File: src/hdl/tlc_pkg.sv
// types and constants for the traffic light controller
// no dependencies
package tlc_pkg;
    localparam int unsigned CountW = 7;
    localparam int unsigned NumRegs = 6;

    typedef enum logic [3:0] {
        ST_START = 4'd0, ST_PH0 = 4'd1, ST_PH1 = 4'd2, ST_PH2 = 4'd3, ST_PH3 = 4'd4,
        ST_MODE1 = 4'd5, ST_MODE2 = 4'd6, ST_MODE3 = 4'd7, ST_MODE4 = 4'd8,
        ST_ADJUST = 4'd9, ST_COMMIT = 4'd10, ST_TIMEOUT = 4'd11
    } t_state;

    localparam logic [2:0] D_NSR = 3'd0;
    localparam logic [2:0] D_NSY = 3'd1;
    localparam logic [2:0] D_NSG = 3'd2;
    localparam logic [2:0] D_EWR = 3'd3;
    localparam logic [2:0] D_EWY = 3'd4;
    localparam logic [2:0] D_EWG = 3'd5;

    localparam logic [1:0] BT_RELEASED = 2'd0;
    localparam logic [1:0] BT_PRESSED = 2'd1;
    localparam logic [1:0] BT_HELD = 2'd2;

    typedef struct packed {
        logic       mode_button;
        logic       mode_button_held;
        logic       adjust_button;
        logic       adjust_button_held;
        logic       set_button;
        logic       set_button_held;
        logic       second_tick;
        logic       blink_tick;
        logic       timeout_tick;
        logic       repeat_tick;
    } t_tick;

    typedef struct packed {
        logic [1:0]        light_phase;
        logic [3:0]        controller_state;
        logic [2:0]        mode_shown;
        logic [CountW-1:0] ns_count;
        logic [CountW-1:0] ew_count;
        logic              blink_toggle;
        logic [3:0]        timer_restart;
    } t_result;
endpackage

File: src/hdl/traffic_light_controller_with_setup.sv
// One loop tick per input beat; each accepted tick yields one result beat.
// The tick's decision is one pass of logic from the state registers into the
// output register, so a new tick is taken every clock as long as the output
// register is empty or being drained.
// Depends on tlc_pkg, tlc_regs and tlc_core.
module traffic_light_controller_with_setup #(
    parameter int unsigned COUNT_MAX = 99
) (
    input  logic        i_clk,
    input  logic        i_rst_n,
    input  logic        s_axis_tvalid,
    output logic        s_axis_tready,
    // mode_button, mode_button_held, adjust_button, adjust_button_held,
    // set_button, set_button_held, second_tick, blink_tick, timeout_tick,
    // repeat_tick, zero fill
    input  logic [15:0] s_axis_tdata,
    output logic        m_axis_tvalid,
    input  logic        m_axis_tready,
    // light_phase, controller_state, mode_shown, ns_count, ew_count,
    // blink_toggle, timer_restart, zero fill
    output logic [31:0] m_axis_tdata,
    input  logic        i_cfg_we,
    input  logic [2:0]  i_cfg_index,
    input  logic [6:0]  i_cfg_data
);
    logic step;
    tlc_pkg::t_tick tick;
    tlc_pkg::t_result res, r_res;
    logic r_valid;
    logic [tlc_pkg::CountW-1:0] defaults [tlc_pkg::NumRegs];

    assign s_axis_tready = !r_valid || m_axis_tready;
    assign step = s_axis_tvalid && s_axis_tready;
    assign tick = {s_axis_tdata[0], s_axis_tdata[1], s_axis_tdata[2], s_axis_tdata[3],
                   s_axis_tdata[4], s_axis_tdata[5], s_axis_tdata[6], s_axis_tdata[7],
                   s_axis_tdata[8], s_axis_tdata[9]};

    tlc_regs u_regs (
        .i_clk, .i_rst_n, .i_cfg_we, .i_cfg_index, .i_cfg_data, .o_defaults(defaults)
    );
    tlc_core #(.COUNT_MAX(COUNT_MAX)) u_core (
        .i_clk, .i_rst_n, .i_step(step), .i_tick(tick), .i_defaults(defaults),
        .o_result(res)
    );

    always_ff @(posedge i_clk) begin
        if (!i_rst_n) begin
            r_valid <= 1'b0;
        end else if (s_axis_tready) begin
            r_valid <= s_axis_tvalid;
        end
    end
    always_ff @(posedge i_clk) begin
        if (step) r_res <= res;
    end

    assign m_axis_tvalid = r_valid;
    assign m_axis_tdata = {4'd0, r_res.timer_restart, r_res.blink_toggle, r_res.ew_count,
                           r_res.ns_count, r_res.mode_shown, r_res.controller_state,
                           r_res.light_phase};
endmodule

File: src/hdl/tlc_core.sv
// controller state and one-tick next-state logic
// depends on tlc_pkg
module tlc_core #(
    parameter int unsigned COUNT_MAX = 99
) (
    input  logic                    i_clk,
    input  logic                    i_rst_n,
    input  logic                    i_step,
    input  tlc_pkg::t_tick          i_tick,
    input  logic [tlc_pkg::CountW-1:0] i_defaults [tlc_pkg::NumRegs],
    output tlc_pkg::t_result        o_result
);
    localparam int unsigned W = tlc_pkg::CountW;
    localparam logic [W-1:0] CMax = W'(COUNT_MAX);

    tlc_pkg::t_state r_st, r_last, n_st, n_last;
    logic [1:0] r_held, n_held;
    logic [2:0] r_edit, n_edit;
    logic [W-1:0] r_ns, r_ew, r_nss, r_ews, n_ns, n_ew, n_nss, n_ews;
    logic [W-1:0] r_dur [tlc_pkg::NumRegs];
    logic [W-1:0] n_dur [tlc_pkg::NumRegs];
    logic [1:0] r_bt [3];
    logic [1:0] n_bt [3];

    function automatic logic [W-1:0] winc(input logic [W-1:0] v);
        winc = (v < CMax) ? v + W'(1) : W'(1);
    endfunction
    function automatic logic [W-1:0] sadd(input logic [W-1:0] a, input logic [W-1:0] b);
        logic [W:0] s;
        s = {1'b0, a} + {1'b0, b};
        sadd = (s > {1'b0, CMax}) ? CMax : s[W-1:0];
    endfunction
    function automatic logic [W-1:0] ssub(input logic [W-1:0] a, input logic [W-1:0] b);
        ssub = (a > b) ? a - b : '0;
    endfunction

    // returns fresh press, updates tracker
    function automatic logic track(input logic [1:0] t, input logic lvl, input logic hld,
                                   output logic [1:0] nt);
        nt = t;
        track = 1'b0;
        if (t == tlc_pkg::BT_RELEASED) begin
            if (lvl) begin
                nt = tlc_pkg::BT_PRESSED;
                track = 1'b1;
            end
        end else if (!lvl) begin
            nt = tlc_pkg::BT_RELEASED;
        end else if (t == tlc_pkg::BT_PRESSED && hld) begin
            nt = tlc_pkg::BT_HELD;
        end
    endfunction

    always_comb begin
        logic [3:0] rs;
        logic tog, p;
        logic [1:0] nt, h, lp;
        logic [2:0] m;
        logic [W-1:0] v;
        n_st = r_st; n_last = r_last; n_held = r_held; n_edit = r_edit;
        n_ns = r_ns; n_ew = r_ew; n_nss = r_nss; n_ews = r_ews;
        n_dur = r_dur; n_bt = r_bt;
        rs = '0; tog = 1'b0; p = 1'b0; nt = '0; m = '0; v = '0; lp = '0;
        h = r_held;
        if (r_st >= tlc_pkg::ST_MODE1 && r_st <= tlc_pkg::ST_TIMEOUT && i_tick.blink_tick) begin
            tog = 1'b1; rs[0] = 1'b1;
        end
        if (r_st >= tlc_pkg::ST_MODE1 && r_st <= tlc_pkg::ST_ADJUST && i_tick.timeout_tick) begin
            n_last = n_st; n_st = tlc_pkg::ST_TIMEOUT;
        end
        // raise pass: m set below selects which count moves
        if (r_st == tlc_pkg::ST_START) begin
            if (r_last == tlc_pkg::ST_MODE1) n_dur = i_defaults;
            n_last = n_st; n_st = tlc_pkg::ST_PH0;
            n_ns = n_dur[tlc_pkg::D_NSG]; n_ew = n_dur[tlc_pkg::D_EWR];
            rs[1:0] = 2'b11;
        end else if (r_st >= tlc_pkg::ST_PH0 && r_st <= tlc_pkg::ST_PH3) begin
            if (i_tick.second_tick) begin
                n_ns = (r_ns != '0) ? r_ns - W'(1) : '0;
                n_ew = (r_ew != '0) ? r_ew - W'(1) : '0;
                n_nss = n_ns; n_ews = n_ew;
                if (n_ns == '0 || n_ew == '0) begin
                    n_held = 2'(r_st - tlc_pkg::ST_PH0);
                    n_last = n_st;
                    case (r_st)
                        tlc_pkg::ST_PH0: n_ns = r_dur[tlc_pkg::D_NSY];
                        tlc_pkg::ST_PH1: begin
                            n_ns = r_dur[tlc_pkg::D_NSR]; n_ew = r_dur[tlc_pkg::D_EWG];
                        end
                        tlc_pkg::ST_PH2: n_ew = r_dur[tlc_pkg::D_EWY];
                        default: begin
                            n_ns = r_dur[tlc_pkg::D_NSG]; n_ew = r_dur[tlc_pkg::D_EWR];
                        end
                    endcase
                    n_st = (r_st == tlc_pkg::ST_PH3) ? tlc_pkg::ST_PH0
                                                     : tlc_pkg::t_state'(r_st + 4'd1);
                end
                rs[1] = 1'b1;
            end
            p = track(r_bt[0], i_tick.mode_button, i_tick.mode_button_held, nt);
            n_bt[0] = nt;
            if (p) begin
                n_last = n_st;
                n_held = 2'(n_st - tlc_pkg::ST_PH0);
                n_st = tlc_pkg::ST_MODE1; n_edit = 3'd1; rs[2] = 1'b1;
            end
        end else if (r_st >= tlc_pkg::ST_MODE1 && r_st <= tlc_pkg::ST_MODE4) begin
            p = track(r_bt[0], i_tick.mode_button, i_tick.mode_button_held, nt);
            n_bt[0] = nt;
            if (p) begin
                n_last = n_st;
                n_st = (r_st == tlc_pkg::ST_MODE4) ? tlc_pkg::ST_MODE1
                                                   : tlc_pkg::t_state'(r_st + 4'd1);
                n_edit = 3'(n_st - tlc_pkg::ST_MODE1 + 4'd1);
                rs[2] = 1'b1;
            end
            if (r_st == tlc_pkg::ST_MODE1) begin
                p = track(r_bt[2], i_tick.set_button, i_tick.set_button_held, nt);
                n_bt[2] = nt;
                if (p) begin
                    n_last = n_st; n_st = tlc_pkg::ST_START; n_edit = '0;
                end
            end else begin
                p = track(r_bt[1], i_tick.adjust_button, i_tick.adjust_button_held, nt);
                n_bt[1] = nt;
                if (p) begin
                    m = 3'(r_st - tlc_pkg::ST_MODE1 + 4'd1);
                    n_last = n_st; n_st = tlc_pkg::ST_ADJUST; rs[3] = 1'b1;
                end
            end
        end else if (r_st == tlc_pkg::ST_ADJUST) begin
            if (r_bt[1] == tlc_pkg::BT_RELEASED) begin
                if (i_tick.adjust_button) begin
                    m = r_edit;
                    if (i_tick.repeat_tick) rs[3:2] = 2'b11;
                    n_bt[1] = tlc_pkg::BT_PRESSED;
                end
            end else if (!i_tick.adjust_button) begin
                n_bt[1] = tlc_pkg::BT_RELEASED;
            end else begin
                if (i_tick.repeat_tick) begin
                    m = r_edit; rs[3:2] = 2'b11;
                end
                if (r_bt[1] == tlc_pkg::BT_PRESSED && i_tick.adjust_button_held)
                    n_bt[1] = tlc_pkg::BT_HELD;
            end
            p = track(r_bt[2], i_tick.set_button, i_tick.set_button_held, nt);
            n_bt[2] = nt;
            if (p) begin
                n_last = n_st; n_st = tlc_pkg::ST_COMMIT;
            end
        end else if (r_st == tlc_pkg::ST_TIMEOUT) begin
            n_last = n_st; n_st = tlc_pkg::ST_COMMIT;
        end else if (r_st == tlc_pkg::ST_COMMIT) begin
            if (i_tick.second_tick) rs[1] = 1'b1;
            if (r_last == tlc_pkg::ST_TIMEOUT) begin
                n_ns = r_nss; n_ew = r_ews;
            end else if (r_last == tlc_pkg::ST_ADJUST) begin
                case (r_edit)
                    3'd2: begin
                        v = (h >= 2'd2) ? r_ns : r_ew;
                        n_dur[tlc_pkg::D_NSR] = v; n_dur[tlc_pkg::D_EWR] = v;
                        if (v != r_nss) begin
                            n_dur[tlc_pkg::D_NSG] = ssub(v, r_dur[tlc_pkg::D_NSY]);
                            n_dur[tlc_pkg::D_EWG] = ssub(v, r_dur[tlc_pkg::D_EWY]);
                        end
                    end
                    3'd3: begin
                        if (h[0]) begin
                            v = (h == 2'd1) ? r_ns : r_ew;
                            n_dur[tlc_pkg::D_NSY] = v; n_dur[tlc_pkg::D_EWY] = v;
                        end
                        if (n_dur[tlc_pkg::D_NSY] != r_nss) begin
                            n_dur[tlc_pkg::D_NSR] = sadd(n_dur[tlc_pkg::D_NSY],
                                                         r_dur[tlc_pkg::D_NSG]);
                            n_dur[tlc_pkg::D_EWR] = sadd(n_dur[tlc_pkg::D_EWY],
                                                         r_dur[tlc_pkg::D_EWG]);
                        end
                    end
                    3'd4: begin
                        if (!h[0]) begin
                            v = (h == 2'd0) ? r_ns : r_ew;
                            n_dur[tlc_pkg::D_NSG] = v; n_dur[tlc_pkg::D_EWG] = v;
                        end
                        if (n_dur[tlc_pkg::D_NSG] != r_nss) begin
                            n_dur[tlc_pkg::D_NSR] = sadd(r_dur[tlc_pkg::D_NSY],
                                                         n_dur[tlc_pkg::D_NSG]);
                            n_dur[tlc_pkg::D_EWR] = sadd(r_dur[tlc_pkg::D_EWY],
                                                         n_dur[tlc_pkg::D_EWG]);
                        end
                    end
                    default: ;
                endcase
            end
            n_last = n_st;
            n_st = tlc_pkg::t_state'(4'(tlc_pkg::ST_PH0) + {2'b00, r_held});
            n_edit = '0;
        end
        // time raise for adjust presses, held phase is stable in setup states
        case (m)
            3'd2: begin
                if (h >= 2'd2) n_ns = winc(r_ns);
                if (h <= 2'd1) n_ew = winc(r_ew);
            end
            3'd3: begin
                if (h == 2'd1) n_ns = winc(r_ns);
                if (h == 2'd3) n_ew = winc(r_ew);
            end
            3'd4: begin
                if (h == 2'd0) n_ns = winc(r_ns);
                if (h == 2'd2) n_ew = winc(r_ew);
            end
            default: ;
        endcase
        if (n_st >= tlc_pkg::ST_PH0 && n_st <= tlc_pkg::ST_PH3)
            lp = 2'(n_st - tlc_pkg::ST_PH0);
        else if (n_st == tlc_pkg::ST_START)
            lp = '0;
        else
            lp = n_held;
        o_result.light_phase = lp;
        o_result.controller_state = n_st;
        o_result.mode_shown = n_edit;
        o_result.ns_count = n_ns;
        o_result.ew_count = n_ew;
        o_result.blink_toggle = tog;
        o_result.timer_restart = rs;
    end

    always_ff @(posedge i_clk) begin
        if (!i_rst_n) begin
            r_st <= tlc_pkg::ST_START; r_last <= tlc_pkg::ST_START;
            r_held <= '0; r_edit <= '0;
            r_ns <= '0; r_ew <= '0; r_nss <= '0; r_ews <= '0;
            r_dur[0] <= W'(5); r_dur[1] <= W'(2); r_dur[2] <= W'(3);
            r_dur[3] <= W'(5); r_dur[4] <= W'(2); r_dur[5] <= W'(3);
            r_bt[0] <= tlc_pkg::BT_RELEASED; r_bt[1] <= tlc_pkg::BT_RELEASED;
            r_bt[2] <= tlc_pkg::BT_RELEASED;
        end else if (i_step) begin
            r_st <= n_st; r_last <= n_last; r_held <= n_held; r_edit <= n_edit;
            r_ns <= n_ns; r_ew <= n_ew; r_nss <= n_nss; r_ews <= n_ews;
            r_dur <= n_dur; r_bt <= n_bt;
        end
    end
endmodule

File: src/hdl/tlc_regs.sv
// default duration registers written through the setup port
// depends on tlc_pkg
module tlc_regs (
    input  logic                       i_clk,
    input  logic                       i_rst_n,
    input  logic                       i_cfg_we,
    input  logic [2:0]                 i_cfg_index,
    input  logic [tlc_pkg::CountW-1:0] i_cfg_data,
    output logic [tlc_pkg::CountW-1:0] o_defaults [tlc_pkg::NumRegs]
);
    logic [tlc_pkg::CountW-1:0] r_regs [tlc_pkg::NumRegs];

    always_ff @(posedge i_clk) begin
        if (!i_rst_n) begin
            r_regs[0] <= 7'd5; r_regs[1] <= 7'd2; r_regs[2] <= 7'd3;
            r_regs[3] <= 7'd5; r_regs[4] <= 7'd2; r_regs[5] <= 7'd3;
        end else if (i_cfg_we && i_cfg_index < 3'(tlc_pkg::NumRegs)) begin
            r_regs[i_cfg_index] <= i_cfg_data;
        end
    end
    assign o_defaults = r_regs;
endmodule

File: config.mk
export PLATFORM = sky130hd
export DESIGN_NAME = traffic_light_controller_with_setup
export DESIGN_NICKNAME = d
export VERILOG_FILES = /design/src/hdl/tlc_pkg.sv /design/src/hdl/traffic_light_controller_with_setup.sv /design/src/hdl/tlc_core.sv /design/src/hdl/tlc_regs.sv
export SDC_FILE = /design/constraint.sdc
export NUM_CORES = 1
export LEC_CHECK = 0
export BUFFER_PORTS_ARGS = -buffer_cell sky130_fd_sc_hd__buf_2
export CAP_MARGIN = 10
export CORE_AREA = 4 4 197 142
export DETAILED_ROUTE_END_ITERATION = 10
export DIE_AREA = 0 0 201 146
export PLACE_DENSITY = 0.66
export SETUP_SLACK_MARGIN = 0.02
export SYNTH_ARGS = -nofsm -noshare
export SYNTH_HDL_FRONTEND = slang
export SYNTH_HIERARCHICAL = 1
export SYNTH_SLANG_ARGS = --single-unit
File: constraint.sdc
create_clock -name i_clk -period 5 [get_ports i_clk]
set_input_delay 0.5 -clock i_clk [delete_from_list [all_inputs] [get_ports i_clk]]
set_output_delay 0.5 -clock i_clk [all_outputs]
set_load 0.05 [all_outputs]
# Yosys cells after proc, flatten, opt, wreduce, memory -nomap -nowiden
# Cells that the tools add are included.
# W data, S select, Z words.
dict set report totals {
  ff_bits 160
}
dict set report classes {
  eq_ne 38
  add_sub_neg 19
  reduce_logical 43
  mux 222
  order_cmp 21
  bitwise_logic 3
}
# cell count
set ops {}
lappend ops {{$mux W7} 86}
lappend ops {{$mux W42} 9}
lappend ops {{$mux W4} 36}
lappend ops {{$pmux W7 S3} 6}
lappend ops {{$mux W3} 20}
lappend ops {{$mux W2} 28}
lappend ops {{$bwmux W42} 1}
lappend ops {{$mux W1} 33}
lappend ops {{$add A7 B7 Y8} 4}
lappend ops {{$gt A8 B7 Y1 const B} 4}
lappend ops {{$pmux W7 S2} 2}
lappend ops {{$eq A4 B4 Y1 const B} 6}
lappend ops {{$reduce_and A11 Y1} 2}
lappend ops {{$demux W7 S3} 1}
lappend ops {{$ne A7 B7 Y1} 3}
lappend ops {{$reduce_and A10 Y1} 2}
lappend ops {{$add A7 B1 Y7 const B} 2}
lappend ops {{$gt A7 B7 Y1} 2}
lappend ops {{$logic_not A7 Y1} 2}
lappend ops {{$lt A7 B7 Y1 const B} 2}
lappend ops {{$reduce_bool A7 Y1} 2}
lappend ops {{$sub A7 B1 Y7 const B} 2}
lappend ops {{$sub A7 B7 Y7} 2}
lappend ops {{$logic_and A1 B1 Y1} 13}
lappend ops {{38 further kinds} 76}

# Logic depth before layout (Yosys ltp)
dict set report depth {
  ltp_word 25
  ltp_mapped 17
}

# Hierarchy
# The synthesis kept the hierarchy.
# mod instances cells_per_inst area_each_um2
set by_module_without_submodules {}
lappend by_module_without_submodules {tlc_core 1 1476 10299.9}
lappend by_module_without_submodules {tlc_regs 1 155 1621.6}
lappend by_module_without_submodules {traffic_light_controller_with_setup 1 38 932.1}

# Worst setup path before layout
# No wires, ideal clock.
dict set report synth_timing {
  path_kind {register -> register}
  from {register u_core.r_held[0]}
  to {register u_core/r_dur[25] (netlist name)}
  synth_period_minus_slack_ps 3830
  setup_slack_ps 1170
  arrival_ps 3698
  stages_incl_launch_ff 17
  cell_sequence {dfxtp_1 > inv_2 > buf_1 > ha_1 > or2_2 > clkbuf_1 > mux2i_1 > inv_1 > ha_1 > nor2b_1 > o21a_1 > o21ai_0 > a21oi_1 > a31oi_1 > nor2_1 > a211oi_1 > a21oi_1}
}
dict set report synth_between {
  elab_chain_cells 21
  elab_cells_between_ends 30
}
# element line
set synth_rtl {}
lappend synth_rtl {{start, declared} tlc_core.sv:17} ;# logic [1:0] r_held, n_held;
lappend synth_rtl {{start signal, assigned} tlc_core.sv:240} ;# r_st <= n_st; r_last <= n_last; r_held <= n_held; r_edit <= n_edit;
lappend synth_rtl {{$logic_not A2 Y1} tlc_core.sv:182} ;# v = (h == 2'd0) ? r_ns : r_ew;
lappend synth_rtl {{$mux W7} tlc_core.sv:182}
lappend synth_rtl {{$mux W7} tlc_core.sv:181} ;# if (!h[0]) begin
lappend synth_rtl {{$mux W7} tlc_core.sv:159} ;# case (r_edit)
lappend synth_rtl {{$mux W7} tlc_core.sv:158} ;# end else if (r_last == tlc_pkg::ST_ADJUST) begin
lappend synth_rtl {{$mux W7} tlc_core.sv:156} ;# if (r_last == tlc_pkg::ST_TIMEOUT) begin
lappend synth_rtl {{$mux W7} tlc_core.sv:154} ;# end else if (r_st == tlc_pkg::ST_COMMIT) begin
lappend synth_rtl {{$mux W7} tlc_core.sv:152} ;# end else if (r_st == tlc_pkg::ST_TIMEOUT) begin
lappend synth_rtl {{[5 not listed]} --}
lappend synth_rtl {{$mux W42} tlc_core.sv:158}
lappend synth_rtl {{$mux W42} tlc_core.sv:156}
lappend synth_rtl {{$mux W42} tlc_core.sv:154}
lappend synth_rtl {{$mux W42} tlc_core.sv:152}
lappend synth_rtl {{$mux W42} tlc_core.sv:131} ;# end else if (r_st == tlc_pkg::ST_ADJUST) begin
lappend synth_rtl {{$mux W42} tlc_core.sv:107} ;# end else if (r_st >= tlc_pkg::ST_MODE1 && r_st <= tlc_pkg::ST_MODE4) begin
lappend synth_rtl {{$mux W42} tlc_core.sv:77} ;# end else if (r_st >= tlc_pkg::ST_PH0 && r_st <= tlc_pkg::ST_PH3) begin
lappend synth_rtl {{$mux W42} tlc_core.sv:72} ;# if (r_st == tlc_pkg::ST_START) begin
lappend synth_rtl {{end signal, assigned} tlc_core.sv:242} ;# r_dur <= n_dur; r_bt <= n_bt;
lappend synth_rtl {{end, declared} tlc_core.sv:20} ;# logic [W-1:0] r_dur [tlc_pkg::NumRegs];
# Parallel ways exist; a longest one is shown, timed or not. The select of a mux whose other input is x is not followed.
# A chain may end at the register's enable or synchronous reset.

# Worst setup path in the final report
dict set report layout_timing {
  from {register u_core.r_held[0]}
  to {register u_core/r_dur[38] (netlist name)}
}
dict set report layout_between {
  elab_chain_cells 25
  elab_cells_between_ends 48
}
# element line
set layout_rtl {}
lappend layout_rtl {{$eq A2 B1 Y1 or $logic_not A2 Y1 (tied branches)} {tlc_core.sv:170, tlc_core.sv:182}}
lappend layout_rtl {{$mux W7, on equally long branches} {tlc_core.sv:170, tlc_core.sv:182}}
lappend layout_rtl {{$mux W7, on equally long branches} {tlc_core.sv:169, tlc_core.sv:181}}
lappend layout_rtl {{$mux W7} tlc_core.sv:159}
lappend layout_rtl {{$mux W7} tlc_core.sv:158}
lappend layout_rtl {{$mux W7} tlc_core.sv:156}
lappend layout_rtl {{$mux W7} tlc_core.sv:154}
lappend layout_rtl {{$mux W7} tlc_core.sv:152}
lappend layout_rtl {{[9 not listed]} --}
lappend layout_rtl {{$mux W42} tlc_core.sv:158}
lappend layout_rtl {{$mux W42} tlc_core.sv:156}
lappend layout_rtl {{$mux W42} tlc_core.sv:154}
lappend layout_rtl {{$mux W42} tlc_core.sv:152}
lappend layout_rtl {{$mux W42} tlc_core.sv:131}
lappend layout_rtl {{$mux W42} tlc_core.sv:107}
lappend layout_rtl {{$mux W42} tlc_core.sv:77}
lappend layout_rtl {{$mux W42} tlc_core.sv:72}
# Parallel ways exist; a longest one is shown, timed or not. The select of a mux whose other input is x is not followed.

==> reports/summary.txt <==
Result of the run: finished, final reports clean
Fraction of layout instances using a drive strength above 1: 11.5%
Core Util, Final: 53.9%
Worst IR Drop VDD: 0.282 mV
Type of element launching the critical path: flip-flop
Path depth of the worst reg2reg path: 14
Number of hold-repair buffers added at the cts stage: 0
Hold Crit Start: s_axis_tvalid
Total negative slack: 0 ps
Die extent in x: 201 microns
Power density over the cells: 377 mW/mm^2
Worst r2r src: u_core/r_held[0]
FF-to-FF End: u_core/r_dur[38]
N_diodes: 0
DR vias: 13.5k
Maximum clock frequency: 239 MHz
Share of async-settable or async-resettable flops after synthesis: 0%
Prevailing post-synth register cell: dfxtp_1
Clock slew at reported path FFs: 70 ps
Actual transition at the worst max-transition pin: 998 ps
Final setup violation count: 0
Count of endpoints failing hold in the final timing report: 0
Port Buf Inserts: 54
Detailed router's first-iteration violation count: 1,933
Clock root buffer master: clkbuf_16
I/O pin cnt: 65
Starting utilization of the core area: 49.0%
TritonCTS clock tree: yes
Leak Pwr: 0.00575 uW
Total count of max-transition violations in the final report: 0
Die Span Y: 146 microns
Synth warnings: 6
Global-route usage over all layers: 32.4%
Worst Clk Skew: 10.3 ps
Number of max-capacitance violations reported: 0
Gates resized, CTS repair: 0
Total congestion overflow after global routing: 0
HP Class: primary input to flip-flop
Number of antenna violations at the first check in global routing: 0
Routed wirelength normalized by instance count: 24.1 microns
Vias in the first global route: 12.1k
Final critical-path required period: 4180 ps
Maximum count of clock buffers along a single path: 2
Setup repair after global routing missed its margin: no
Standard-cell row count: 50
Post-detailed-route count of antenna-violating nets: 0
Sum of net half-perimeters after detailed placement: 37,000 microns
Placer Congestion: 1.02
Crit Path Category: flip-flop to flip-flop
First-pass iteration count of the detailed router: 7
Total standard cell area after synthesis: 0.0129 sq mm
Maximum fanout along the worst path: 6
Routed Wire Length: 49,000 microns
First-pass GRT wire length: 74,600 microns
Portion of the post-synthesis area used by sequential elements: 27.1%
Number of flops mapped to enable cells by yosys: 28
Slew headroom: 33.5%
Total Die Area: 0.0293 sq mm
Standard cell core area: 0.0262 sq mm
Cell variety after synth: 96
Number of CTS-inserted buffers: 17
Vias per std cell: 6.65
Final critical-path share of the clock period: 83.7%
Worst-skew pair later-pin latency: 450 ps
Number of synthesized register bits: 160
Number of nets in the layout: 1,782
Register-to-register setup slack: 820 ps
Maximum number of pins on one net before global-route repair: 85
Req. time, crit path: 5380 ps
Total clock sinks: 160
Capturing element type of the critical path: flip-flop
Number of H-tree branching levels: 4
Endpoint of the worst hold path: m_axis_tvalid
Data arrival time at the worst-slack endpoint: 4560 ps
Post-CTS setup buffer count: 0
Cell depth of the worst hold path: 3
DRC: 0
Synth-to-Final Area Change: 9.83%
Number of cells produced by synthesis: 1,669
Average footprint of a synthesized cell: 7.70 sq um
==> Yosys cell counts, drive strengths merged, types with 6 or more instances <==
cell	number	share of area [%]
nand2	199	5.8
dfxtp	132	21
nor2	130	3.8
o21ai	127	5.0
a21oi	118	4.6
clkbuf	94	2.7
inv	87	2.5
mux2i	75	5.8
ha	61	5.9
nor3	41	1.6
a211oi	34	2.0
a31oi	32	1.6
nor2b	32	1.6
xnor2	32	2.2
xor2	30	2.0
edfxtp	28	6.5
nand3	27	1.1
o211ai	27	1.6
nand2b	26	1.3
buf	22	0.93
a222oi	19	1.5
o21a	18	1.1
a21o	15	0.88
a22oi	15	0.88
nand4	15	0.73
o221ai	15	1.0
o22ai	14	0.68
or3	14	0.68
and2	13	0.65
and3	13	0.63
mux2	12	1.1
o221a	10	0.88
nor3b	7	0.41
nor4	7	0.34
o2111ai	7	0.48
o31ai	7	0.41
or2	7	0.34
a2111oi	6	0.42
a311oi	6	0.41
fa	6	0.93
nand3b	6	0.35
o211a	6	0.47
==> state kept, by name, summed over array words and instances, names as in the netlist <==
| register | cells |
|---|---|
| u_core/r_held | 2 |
| u_regs/o_defaults | 42 |
| u_core/r_ew | 7 |
| u_core/r_dur | 42 |
| m_axis_tvalid | 1 |
| u_core/r_st | 4 |
| u_core/r_edit | 3 |
| u_core/r_last | 4 |
| m_axis_tdata | 28 |
| u_core/r_ews | 7 |
| u_core/r_bt | 6 |
| u_core/r_ns | 7 |
| u_core/r_nss | 7 |
==> layout make-up <==
class                      instances  area (sq um)
timing repair buffer             109           696
clock buffer                      18           429
sequential                       160          3480
fill                            2558         12100
clock inverter                    14           155
tap                              338           423
inverter                          88           330
multi-input combinational       1308          8600
==> layout by cell type (no fill, tap or decap), types with 33 or more instances in the layout <==
cell and n:
a21oi_1 117, a211oi_1 33, nor2_1 130, dfxtp_1 132, o21ai_0 125, nor3_1 39, nand2_1 199, inv_1 85
buf_2 54, ha_1 61, buf_4 54, mux2i_1 75
==> logic make-up after synthesis <==
family | count (synthesis) | synth area share, %
muxes | 87 | 6.89
and+or+nand+nor | 561 | 21.1
AOI/OAI and AO/OA | 526 | 27.5
xor gates and xnor gates | 62 | 4.22
DFF | 160 | 27.1
adders and majority gates | 68 | 6.95
buffers and inverters | 204 | 6.25
other | 1 | 0.0292
==> metal layers <==
layer	global-route usage [%]	part of all wire [%]
met2	41.3	37
met4	8.18	2.0
met1	51.9	46
met5	0	0
met3	9.40	14
==> power breakdown <==
part	switching (uW)	total (uW)	internal [uW]
sequential	158	1600	1440
combinational	1560	2390	824
clock	595	1340	743
total	2320	5330	3010
==> stage by stage <==
step | total power [uW] | area, sq um | hold WS, ps | instances | worst slack, ps
floorplan | 3200 | 12900 | 435 | 1672 | 1170
global placement | 3890 | 13500 | 444 | 2003 | 1060
detailed placement | 3900 | 13500 | 450 | 2003 | 996
CTS | 5250 | 14100 | 286 | 2035 | 974
global route | 5570 | 14100 | 304 | 2035 | 622
finish | 5330 | 14100 | 301 | 2035 | 817
==> worst max-delay path, stage by stage, from the launching register on <==
cell and delay (ps):
dfxtp_1 460, ha_1 370, mux2i_1 450, nand2_1 200, o21ai_0 160, inv_1 90, ha_1 350, o21ai_0 110
o21ai_0 300, nand2_1 200, a31o_2 300, or3_1 380, a221oi_1 370, o21ai_0 140, a31oi_1 200
==> how the worst max path moves through the flow <==
stage,from,end,slack [ps],depth (start not counted)
5_1_grt,u_core/r_held[0],u_core/r_dur[36],620,15
3_3_place_gp,u_core/r_held[0],u_core/r_dur[16],1060,14
3_5_place_dp,u_core/r_held[0],u_core/r_dur[16],1000,14
4_1_cts,u_core/r_held[0],u_core/r_dur[16],970,14
6_report,u_core/r_held[0],u_core/r_dur[38],820,14
2_1_floorplan,u_core/r_held[0],u_core/r_dur[25],1170,16
Note: power is estimated with default switching activity, not from simulation.
